===== src/drf_pkg.sv =====
// shared types, byte codes and the crc-16 step function for the record framer
package drf_pkg;

	localparam logic [7:0]  BYTE_DLE = 8'h10;
	localparam logic [7:0]  BYTE_CR  = 8'h0D;
	localparam logic [7:0]  BYTE_LF  = 8'h0A;
	localparam logic [7:0]  PRINT_LO = 8'h20;
	localparam logic [7:0]  PRINT_HI = 8'h7E;
	localparam logic [15:0] CRC_POLY = 16'hA001;

	// configuration register indexes
	localparam logic [1:0] REG_START_CODE  = 2'd0;
	localparam logic [1:0] REG_END_CODE    = 2'd1;
	localparam logic [1:0] REG_APPEND_CRLF = 2'd2;
	localparam logic [1:0] REG_REC_CRC_EN  = 2'd3;

	// input command codes
	localparam logic CMD_SEND  = 1'b0;
	localparam logic CMD_CLEAR = 1'b1;

	// one message byte handed from the front to the back
	typedef struct packed {
		logic [7:0]  data;
		logic        first;
		logic        last;
		logic [15:0] rec_crc;
	} job_t;

	// reflected crc-16, one byte, lsb first
	function automatic logic [15:0] crc_byte(logic [15:0] crc, logic [7:0] b);
		logic [15:0] c;
		logic [7:0]  v;
		c = crc;
		v = b;
		for (int k = 0; k < 8; k++) begin
			if ((v[0] ^ c[0]) == 1'b1) begin
				c = (c >> 1) ^ CRC_POLY;
			end else begin
				c = c >> 1;
			end
			v = v >> 1;
		end
		return c;
	endfunction

endpackage


===== src/drf_front.sv =====
// front end: takes input words, keeps the running record crc and record position
module drf_front (
	input  logic          clk,
	input  logic          arst_n,
	input  logic          in_valid,
	output logic          in_ready,
	input  logic          cmd,
	input  logic [7:0]    data_byte,
	input  logic          last,
	input  logic          is_retry,
	input  logic          rec_crc_en,
	input  logic          q_full,
	output logic          q_push,
	output drf_pkg::job_t q_job
);

	logic        inside_q;
	logic [15:0] run_crc_q;
	logic        accept;
	logic        printable;
	logic [15:0] run_crc_d;

	assign in_ready = !q_full;
	assign accept   = in_valid && in_ready;

	assign printable = (data_byte >= drf_pkg::PRINT_LO) && (data_byte <= drf_pkg::PRINT_HI);

	always_comb begin
		run_crc_d = run_crc_q;
		if (cmd == drf_pkg::CMD_CLEAR) begin
			run_crc_d = '0;
		end else if (rec_crc_en && !is_retry && printable) begin
			run_crc_d = drf_pkg::crc_byte(run_crc_q, data_byte);
		end
	end

	assign q_push        = accept && (cmd == drf_pkg::CMD_SEND);
	assign q_job.data    = data_byte;
	assign q_job.first   = !inside_q;
	assign q_job.last    = last;
	assign q_job.rec_crc = run_crc_d;

	always_ff @(posedge clk or negedge arst_n) begin
		if (!arst_n) begin
			inside_q  <= 1'b0;
			run_crc_q <= '0;
		end else if (accept) begin
			run_crc_q <= run_crc_d;
			if (cmd == drf_pkg::CMD_SEND) begin
				inside_q <= !last;
			end
		end
	end

endmodule


===== src/drf_fifo.sv =====
// short queue of message bytes between front and back
module drf_fifo #(
	parameter int DEPTH = 4
) (
	input  logic          clk,
	input  logic          arst_n,
	input  logic          push,
	input  drf_pkg::job_t din,
	output logic          full,
	input  logic          pop,
	output logic          valid,
	output drf_pkg::job_t dout
);

	localparam int AW = (DEPTH > 1) ? $clog2(DEPTH) : 1;
	localparam int CW = $clog2(DEPTH + 1);
	localparam logic [AW-1:0] LAST_PTR = AW'(DEPTH - 1);
	localparam logic [CW-1:0] FULL_CNT = CW'(DEPTH);

	drf_pkg::job_t   slot_q [DEPTH];
	logic [AW-1:0]   wr_ptr_q;
	logic [AW-1:0]   rd_ptr_q;
	logic [CW-1:0]   cnt_q;

	assign full  = (cnt_q == FULL_CNT);
	assign valid = (cnt_q != '0);
	assign dout  = slot_q[rd_ptr_q];

	always_ff @(posedge clk) begin
		if (push) begin
			slot_q[wr_ptr_q] <= din;
		end
	end

	always_ff @(posedge clk or negedge arst_n) begin
		if (!arst_n) begin
			wr_ptr_q <= '0;
			rd_ptr_q <= '0;
			cnt_q    <= '0;
		end else begin
			if (push) begin
				wr_ptr_q <= (wr_ptr_q == LAST_PTR) ? '0 : wr_ptr_q + 1'b1;
			end
			if (pop) begin
				rd_ptr_q <= (rd_ptr_q == LAST_PTR) ? '0 : rd_ptr_q + 1'b1;
			end
			if (push && !pop) begin
				cnt_q <= cnt_q + 1'b1;
			end else if (pop && !push) begin
				cnt_q <= cnt_q - 1'b1;
			end
		end
	end

endmodule


===== src/drf_back.sv =====
// back end: expands each queued byte into frame bytes and keeps the block crc
module drf_back (
	input  logic          clk,
	input  logic          arst_n,
	input  logic          job_valid,
	input  drf_pkg::job_t job,
	output logic          pop,
	input  logic [7:0]    start_code,
	input  logic [7:0]    end_code,
	input  logic          append_crlf,
	output logic          out_valid,
	input  logic          out_ready,
	output logic [7:0]    out_byte,
	output logic          run_last,
	output logic          frame_end,
	output logic [15:0]   rec_check
);

	typedef enum logic [3:0] {
		PH_DLE_HEAD,
		PH_START,
		PH_DATA,
		PH_CR,
		PH_LF,
		PH_DLE_TAIL,
		PH_END,
		PH_CRC_LO,
		PH_CRC_HI
	} phase_t;

	phase_t      ph_q;
	logic        busy_q;
	logic        out_valid_q;
	logic [7:0]  byte_q;
	logic        run_last_q;
	logic        fend_q;
	logic [15:0] rec_crc_q;
	logic [15:0] blk_q;

	phase_t      cur_ph;
	phase_t      nxt_ph;
	logic [7:0]  byte_d;
	logic        done;
	logic        fend_d;
	logic        blk_clr;
	logic        blk_upd;
	logic        can_load;
	logic        load;
	logic [15:0] blk_next;

	assign cur_ph = busy_q ? ph_q : (job.first ? PH_DLE_HEAD : PH_DATA);

	always_comb begin
		byte_d  = job.data;
		nxt_ph  = cur_ph;
		done    = 1'b0;
		fend_d  = 1'b0;
		blk_clr = 1'b0;
		blk_upd = 1'b0;
		unique case (cur_ph)
			PH_DLE_HEAD: begin
				byte_d  = drf_pkg::BYTE_DLE;
				nxt_ph  = PH_START;
				blk_clr = 1'b1;
			end
			PH_START: begin
				byte_d = start_code;
				nxt_ph = PH_DATA;
			end
			PH_DATA: begin
				byte_d  = job.data;
				blk_upd = 1'b1;
				done    = !job.last;
				nxt_ph  = append_crlf ? PH_CR : PH_DLE_TAIL;
			end
			PH_CR: begin
				byte_d  = drf_pkg::BYTE_CR;
				blk_upd = 1'b1;
				nxt_ph  = PH_LF;
			end
			PH_LF: begin
				byte_d  = drf_pkg::BYTE_LF;
				blk_upd = 1'b1;
				nxt_ph  = PH_DLE_TAIL;
			end
			PH_DLE_TAIL: begin
				byte_d = drf_pkg::BYTE_DLE;
				nxt_ph = PH_END;
			end
			PH_END: begin
				byte_d  = end_code;
				blk_upd = 1'b1;
				nxt_ph  = PH_CRC_LO;
			end
			PH_CRC_LO: begin
				byte_d = blk_q[7:0];
				nxt_ph = PH_CRC_HI;
			end
			PH_CRC_HI: begin
				byte_d = blk_q[15:8];
				fend_d = 1'b1;
				done   = 1'b1;
			end
			default: begin
				byte_d = job.data;
			end
		endcase
	end

	// the crc input is the byte being sent on every phase that updates it
	assign blk_next = drf_pkg::crc_byte(blk_q, byte_d);

	assign can_load = !out_valid_q || out_ready;
	assign load     = can_load && job_valid;
	assign pop      = load && done;

	always_ff @(posedge clk or negedge arst_n) begin
		if (!arst_n) begin
			ph_q        <= PH_DLE_HEAD;
			busy_q      <= 1'b0;
			out_valid_q <= 1'b0;
			byte_q      <= '0;
			run_last_q  <= 1'b0;
			fend_q      <= 1'b0;
			rec_crc_q   <= '0;
			blk_q       <= '0;
		end else begin
			if (can_load) begin
				out_valid_q <= job_valid;
			end
			if (load) begin
				byte_q     <= byte_d;
				run_last_q <= done;
				fend_q     <= fend_d;
				rec_crc_q  <= job.rec_crc;
				busy_q     <= !done;
				ph_q       <= nxt_ph;
				if (blk_clr) begin
					blk_q <= '0;
				end else if (blk_upd) begin
					blk_q <= blk_next;
				end
			end
		end
	end

	assign out_valid  = out_valid_q;
	assign out_byte   = byte_q;
	assign run_last   = run_last_q;
	assign frame_end  = fend_q;
	assign rec_check  = rec_crc_q;

endmodule


===== src/dex_record_framer_crc16.sv =====
// record framer top level: frames message bytes with dle codes and a crc-16 trailer
//
// input stream: one message byte per word; tlast marks the final byte of a
// record, tuser carries the clear command and the retry flag. a clear word
// zeroes the running record crc and sends nothing. output stream: one framed
// byte per word, with the running record crc beside it; tlast marks the
// final byte caused by an input word, tuser marks the high crc byte that
// closes the frame.
// an accepted word passes through the queue into the output register. the
// back end sends one byte per cycle while m_tready does not stall it: a
// mid-record byte gives one frame byte, a record's first byte gives dle,
// start code and data, its last gives data, cr lf if on, dle, end code and
// both crc bytes. a short queue sits between the input and output sides, so
// input keeps flowing while the receiver stalls until the queue fills, then
// s_tready drops. a stalled output word holds.
// reset clears the record position, both crcs and the queue, and loads
// the code registers with start 0x01, end 0x03, cr lf and record crc off.
// configuration is written through cfg_we, cfg_index and cfg_data.
module dex_record_framer_crc16 #(
	parameter int QUEUE_DEPTH = 4
) (
	input  logic        clk,
	input  logic        arst_n,
	input  logic        s_tvalid,
	output logic        s_tready,
	input  logic [7:0]  s_tdata,   // [7:0] data_byte
	input  logic        s_tlast,
	input  logic [1:0]  s_tuser,   // [0] cmd, [1] is_retry
	output logic        m_tvalid,
	input  logic        m_tready,
	output logic [23:0] m_tdata,   // [7:0] out_byte, [23:8] running record crc
	output logic        m_tlast,
	output logic [0:0]  m_tuser,   // [0] frame_end
	input  logic        cfg_we,
	input  logic [1:0]  cfg_index,
	input  logic [7:0]  cfg_data
);

	logic [7:0] start_code_q;
	logic [7:0] end_code_q;
	logic       append_crlf_q;
	logic       rec_crc_en_q;

	drf_pkg::job_t push_job;
	drf_pkg::job_t head_job;
	logic          q_push;
	logic          q_full;
	logic          q_pop;
	logic          q_valid;
	logic [7:0]    out_byte;
	logic [15:0]   rec_check;

	always_ff @(posedge clk or negedge arst_n) begin
		if (!arst_n) begin
			start_code_q  <= 8'h01;
			end_code_q    <= 8'h03;
			append_crlf_q <= 1'b0;
			rec_crc_en_q  <= 1'b0;
		end else if (cfg_we) begin
			unique case (cfg_index)
				drf_pkg::REG_START_CODE:  start_code_q  <= cfg_data;
				drf_pkg::REG_END_CODE:    end_code_q    <= cfg_data;
				drf_pkg::REG_APPEND_CRLF: append_crlf_q <= cfg_data[0];
				drf_pkg::REG_REC_CRC_EN:  rec_crc_en_q  <= cfg_data[0];
				default: ;
			endcase
		end
	end

	drf_front u_front (
		.clk        (clk),
		.arst_n     (arst_n),
		.in_valid   (s_tvalid),
		.in_ready   (s_tready),
		.cmd        (s_tuser[0]),
		.data_byte  (s_tdata),
		.last       (s_tlast),
		.is_retry   (s_tuser[1]),
		.rec_crc_en (rec_crc_en_q),
		.q_full     (q_full),
		.q_push     (q_push),
		.q_job      (push_job)
	);

	drf_fifo #(
		.DEPTH (QUEUE_DEPTH)
	) u_fifo (
		.clk    (clk),
		.arst_n (arst_n),
		.push   (q_push),
		.din    (push_job),
		.full   (q_full),
		.pop    (q_pop),
		.valid  (q_valid),
		.dout   (head_job)
	);

	drf_back u_back (
		.clk         (clk),
		.arst_n      (arst_n),
		.job_valid   (q_valid),
		.job         (head_job),
		.pop         (q_pop),
		.start_code  (start_code_q),
		.end_code    (end_code_q),
		.append_crlf (append_crlf_q),
		.out_valid   (m_tvalid),
		.out_ready   (m_tready),
		.out_byte    (out_byte),
		.run_last    (m_tlast),
		.frame_end   (m_tuser[0]),
		.rec_check   (rec_check)
	);

	assign m_tdata = {rec_check, out_byte};

endmodule

===== config.mk =====
export PLATFORM = sky130hd
export DESIGN_NAME = dex_record_framer_crc16
export DESIGN_NICKNAME = d
export VERILOG_FILES = /design/src/drf_pkg.sv /design/src/drf_front.sv /design/src/drf_fifo.sv /design/src/drf_back.sv /design/src/dex_record_framer_crc16.sv
export SDC_FILE = /design/constraint.sdc
export NUM_CORES = 1
export LEC_CHECK = 0
export BUFFER_PORTS_ARGS = -buffer_cell sky130_fd_sc_hd__buf_4
export CORE_UTILIZATION = 45
export DETAILED_ROUTE_END_ITERATION = 8
export GPL_TIMING_DRIVEN = 0
export PLACE_DENSITY = 0.61
export SLEW_MARGIN = 20
export SYNTH_ARGS = -nofsm -noshare
export SYNTH_HDL_FRONTEND = slang
export SYNTH_SLANG_ARGS = --single-unit

===== constraint.sdc =====
create_clock -name clk -period 5.4 [get_ports clk]
set_input_delay 1.35 -clock clk [delete_from_list [all_inputs] [get_ports clk]]
set_output_delay 1.35 -clock clk [all_outputs]
set_load 0.005 [all_outputs]

==> Flow_metrics.wiki <==
{| class="wikitable"
! Metric !! Value
|-
| Ratio of cells with drive above 1 in the final layout || 23.40%
|-
| Clk Tree Root Cell || sky130_fd_sc_hd__clkbuf_16
|-
| Top flip-flop cell by instance count after synthesis || sky130_fd_sc_hd__edfxtp_1
|-
| Initial Utilization || a little under half
|-
| Cell accounting for the most synthesized area || sky130_fd_sc_hd__edfxtp_1
|-
| Fill cell total of the finished layout || 1478
|-
| Ports || 54
|-
| Req. time, crit path || 5710 ps
|-
| Number of synthesis warnings || 0
|-
| Register area share after synthesis || 63.31%
|-
| Via count || 5251
|-
| Post-CTS Hold Buffers || 0
|-
| Synthesized instance count || 613
|-
| Number of vias per cell after detailed routing || 5.646
|-
| Measured slew at the worst slew-check pin || between 900 and 1000 ps
|-
| Clock H-tree levels || 4
|-
| I/O Buffers || 52
|-
| Final-report setup violation count || 0
|-
| Total DRC errors in the routed layout || 0
|-
| Setup TNS || 0 ps
|-
| Yosys top cell area share || 36.76%
|-
| Number of clock buffers inserted by TritonCTS || 17
|-
| Share of the cycle needed by the critical path after routing || 71.06%
|-
| Routed length per instance || 20.78 microns
|-
| Die outline area || 19430 sq um
|-
| Y dimension of the die || 139.4 microns
|-
| Multi-input logic area || 2973 sq um
|-
| Clk sink count || 194
|-
| Number of unique standard cell types used by synthesis || 62
|-
| Non-filler instance count after layout || 930
|-
| Seq cells post-synth || between 150 and 200
|-
| Global-route wire length before repair || a little over 30000 microns
|-
| EDFF count, synth || 104
|-
| Num rows || just under 50
|-
| Util after Layout || between 50 and 60%
|-
| Setup repair after global routing missed its margin || false
|-
| Clock Pin Slew Worst Setup and Hold Paths || 70 ps
|-
| Sequential Area || approximately 5400 sq um
|-
| Number of resized instances in the post-cts repair step || 0
|-
| Time the worst path needs with I/O delays and setup || 3837 ps
|-
| Placed insts || 898
|-
| Diodes inserted || 0
|-
| Vias in the first global route || 5458
|-
| Pin count of the biggest net entering global routing || 91
|-
| Wire length reported by the detailed router || 19320 microns
|-
| Pins over their slew limit || 0
|-
| Number of antenna-violating nets in the routed design || 0
|-
| Initial antenna violation count || 0
|-
| Worst Slack Setup Final || 1563 ps
|-
| Critical path startpoint category || flop
|-
| Violation count after the first detailed-route iteration || 363
|-
| Post-CTS Repair Setup Buffers || 0
|-
| Top cells by count, synth || sky130_fd_sc_hd__edfxtp_1 (104), sky130_fd_sc_hd__nand2_1 (104), sky130_fd_sc_hd__dfrtp_1 (87), sky130_fd_sc_hd__xnor2_1 (35), sky130_fd_sc_hd__nor2_1 (32)
|-
| Overall overflow remaining after global route || 0
|-
| Final Instance Area || 9851 sq um
|-
| Post-detail-place hpwl || between 10000 and 15000 microns
|-
| Maximum clock insertion buffer count || 2
|-
| Synthesized cell area || about 8500 sq um
|-
| Max-slew headroom || 34.13%
|-
| Source-to-sink clock delay at the later pin of the worst-skew pair || ~430 ps
|-
| DP Area || 9301 sq um
|-
| Result of the run || finished clean
|-
| Max IR drop VDD || 0.0005203 V
|-
| Hold WS || 474.2 ps
|-
| Setup skew after layout || 8.792 ps
|-
| Growth of design area from synthesis to finish || 15.95%
|-
| Standby leakage power || 3.818 nW
|-
| Cell Pwr Density || 630.0 nW/um^2
|-
| Crit Path Max Fanout || 10
|-
| Synthesized Nets || 646
|-
| Router iterations before antenna repair || 5
|-
| Critical path class || reg -> reg
|-
| Core footprint || 18210 sq um
|-
| Number of hold violations in the final report || 0
|-
| Highest achievable clock rate || 260.6 MHz
|-
| Pre-CTS setup slack || approximately 1400 ps
|-
| Leading cell types by total area after synthesis || sky130_fd_sc_hd__edfxtp_1 (37%), sky130_fd_sc_hd__dfrtp_1 (26%), sky130_fd_sc_hd__mux4_2 (6.6%), sky130_fd_sc_hd__nand2_1 (4.6%), sky130_fd_sc_hd__xnor2_1 (3.6%)
|-
| Average instance area after synthesis || 13.86 sq um
|-
| Total Power Consumption || roughly 6.2 mW
|-
| Critical path arrival || 4150 ps
|-
| TritonCTS clock tree || yes
|-
| Post-layout net count || between 700 and 800
|-
| Total track usage || 21.44%
|-
| Async set-reset flop share out of synthesis || 46.39%
|-
| Die span in x || 139.4 microns
|-
| Setup crit end kind || flop
|-
| Global placement routability congestion || 0.8853
|-
| Reported max-cap violation count || 0
|-
| HP Class || reg -> reg
|}
## worst paths after layout
path / depth (start not counted) / to / slack, ps / startpoint
hold / removal: 2 / u_back.rec_check[1] / 470 / u_back.rec_check[1]
min in group asynchronous: 1 / end_code_q[6] / 1020 / arst_n
setup reg to reg: 11 / u_fifo.cnt_q[1] / 1560 / u_fifo.rd_ptr_q[0]
max in group asynchronous: 1 / u_back.rec_check[11] / 3770 / arst_n
setup / recovery: 11 / u_fifo.cnt_q[1] / 1560 / u_fifo.rd_ptr_q[0]
hold reg to reg: 2 / u_back.rec_check[1] / 470 / u_back.rec_check[1]
## state kept, by name, indices dropped and copies added (netlist names), 2 cells and up
name and flops:
u_back.ph_q 4, u_back.out_byte 8, end_code_q 8, start_code_q 8, u_fifo.cnt_q 3, u_front.run_crc_q 16, u_fifo.rd_ptr_q 2, u_fifo.slot_q 104
u_back.rec_check 16, u_back.blk_q 16, u_fifo.wr_ptr_q 2
## metal layers
metal	global-route usage [%]	vias to the layer above	wire length, microns
met5	0	-	0
li1	-	2397	-
met3	3.992	18	845
met1	29.82	2690	8964
met2	33.85	146	9182
met4	7.602	0	330
## final cells by class
class	count	area share, %
buffer	27	1.257
clock buffer	20	4.433
clock inverter	12	1.080
inverter	11	0.4192
multi-input combinational	381	30.18
sequential	194	54.60
tap	229	2.909
timing repair buffer	56	5.119
## critical path: stages (launching register included)
cell and delay, ps:
sky130_fd_sc_hd__dfrtp_1 420, sky130_fd_sc_hd__buf_6 210, sky130_fd_sc_hd__buf_1 750, sky130_fd_sc_hd__mux4_2 600, sky130_fd_sc_hd__a211oi_1 200, sky130_fd_sc_hd__nor2_1 60
sky130_fd_sc_hd__nor2_1 310, sky130_fd_sc_hd__inv_1 170, sky130_fd_sc_hd__ha_1 240, sky130_fd_sc_hd__inv_1 70, sky130_fd_sc_hd__fa_1 400, sky130_fd_sc_hd__mux2_2 270
## layout by cell type, fill, tap and decap left out, types with 12 or more instances in the layout
| cell | count |
|---|---|
| sky130_fd_sc_hd__buf_4 | 52 |
| sky130_fd_sc_hd__dfrtp_1 | 87 |
| sky130_fd_sc_hd__o21ai_0 | 12 |
| sky130_fd_sc_hd__xnor2_1 | 35 |
| sky130_fd_sc_hd__clkbuf_1 | 21 |
| sky130_fd_sc_hd__nand2_1 | 104 |
| sky130_fd_sc_hd__mux4_2 | 25 |
| sky130_fd_sc_hd__edfxtp_1 | 104 |
| sky130_fd_sc_hd__clkbuf_16 | 17 |
| sky130_fd_sc_hd__nor2_1 | 32 |
| sky130_fd_sc_hd__mux2_2 | 27 |
## report_power, final
group | leakage [nW] | internal [mW] | switching [mW]
logic | 1.47 | 1.36 | 1.56
registers | 2.08 | 1.91 | 0.195
clock network | 0.266 | 0.639 | 0.550
## cells by family (layout without fill, tap and decap cells)
kind of cell | Yosys count | count (layout) | synth area share, %
flip-flops | 194 | 194 | 63.31
buffers and inverters | 38 | 126 | 1.944
AO/OA/AOI/OAI | 86 | 86 | 7.497
multiplexers | 63 | 63 | 11.50
AND/OR/NAND/NOR | 179 | 179 | 9.220
adder cells (fa/ha/maj) | 7 | 7 | 1.119
XOR/XNOR | 46 | 46 | 5.405
Note: power is estimated with default switching activity, not from simulation.
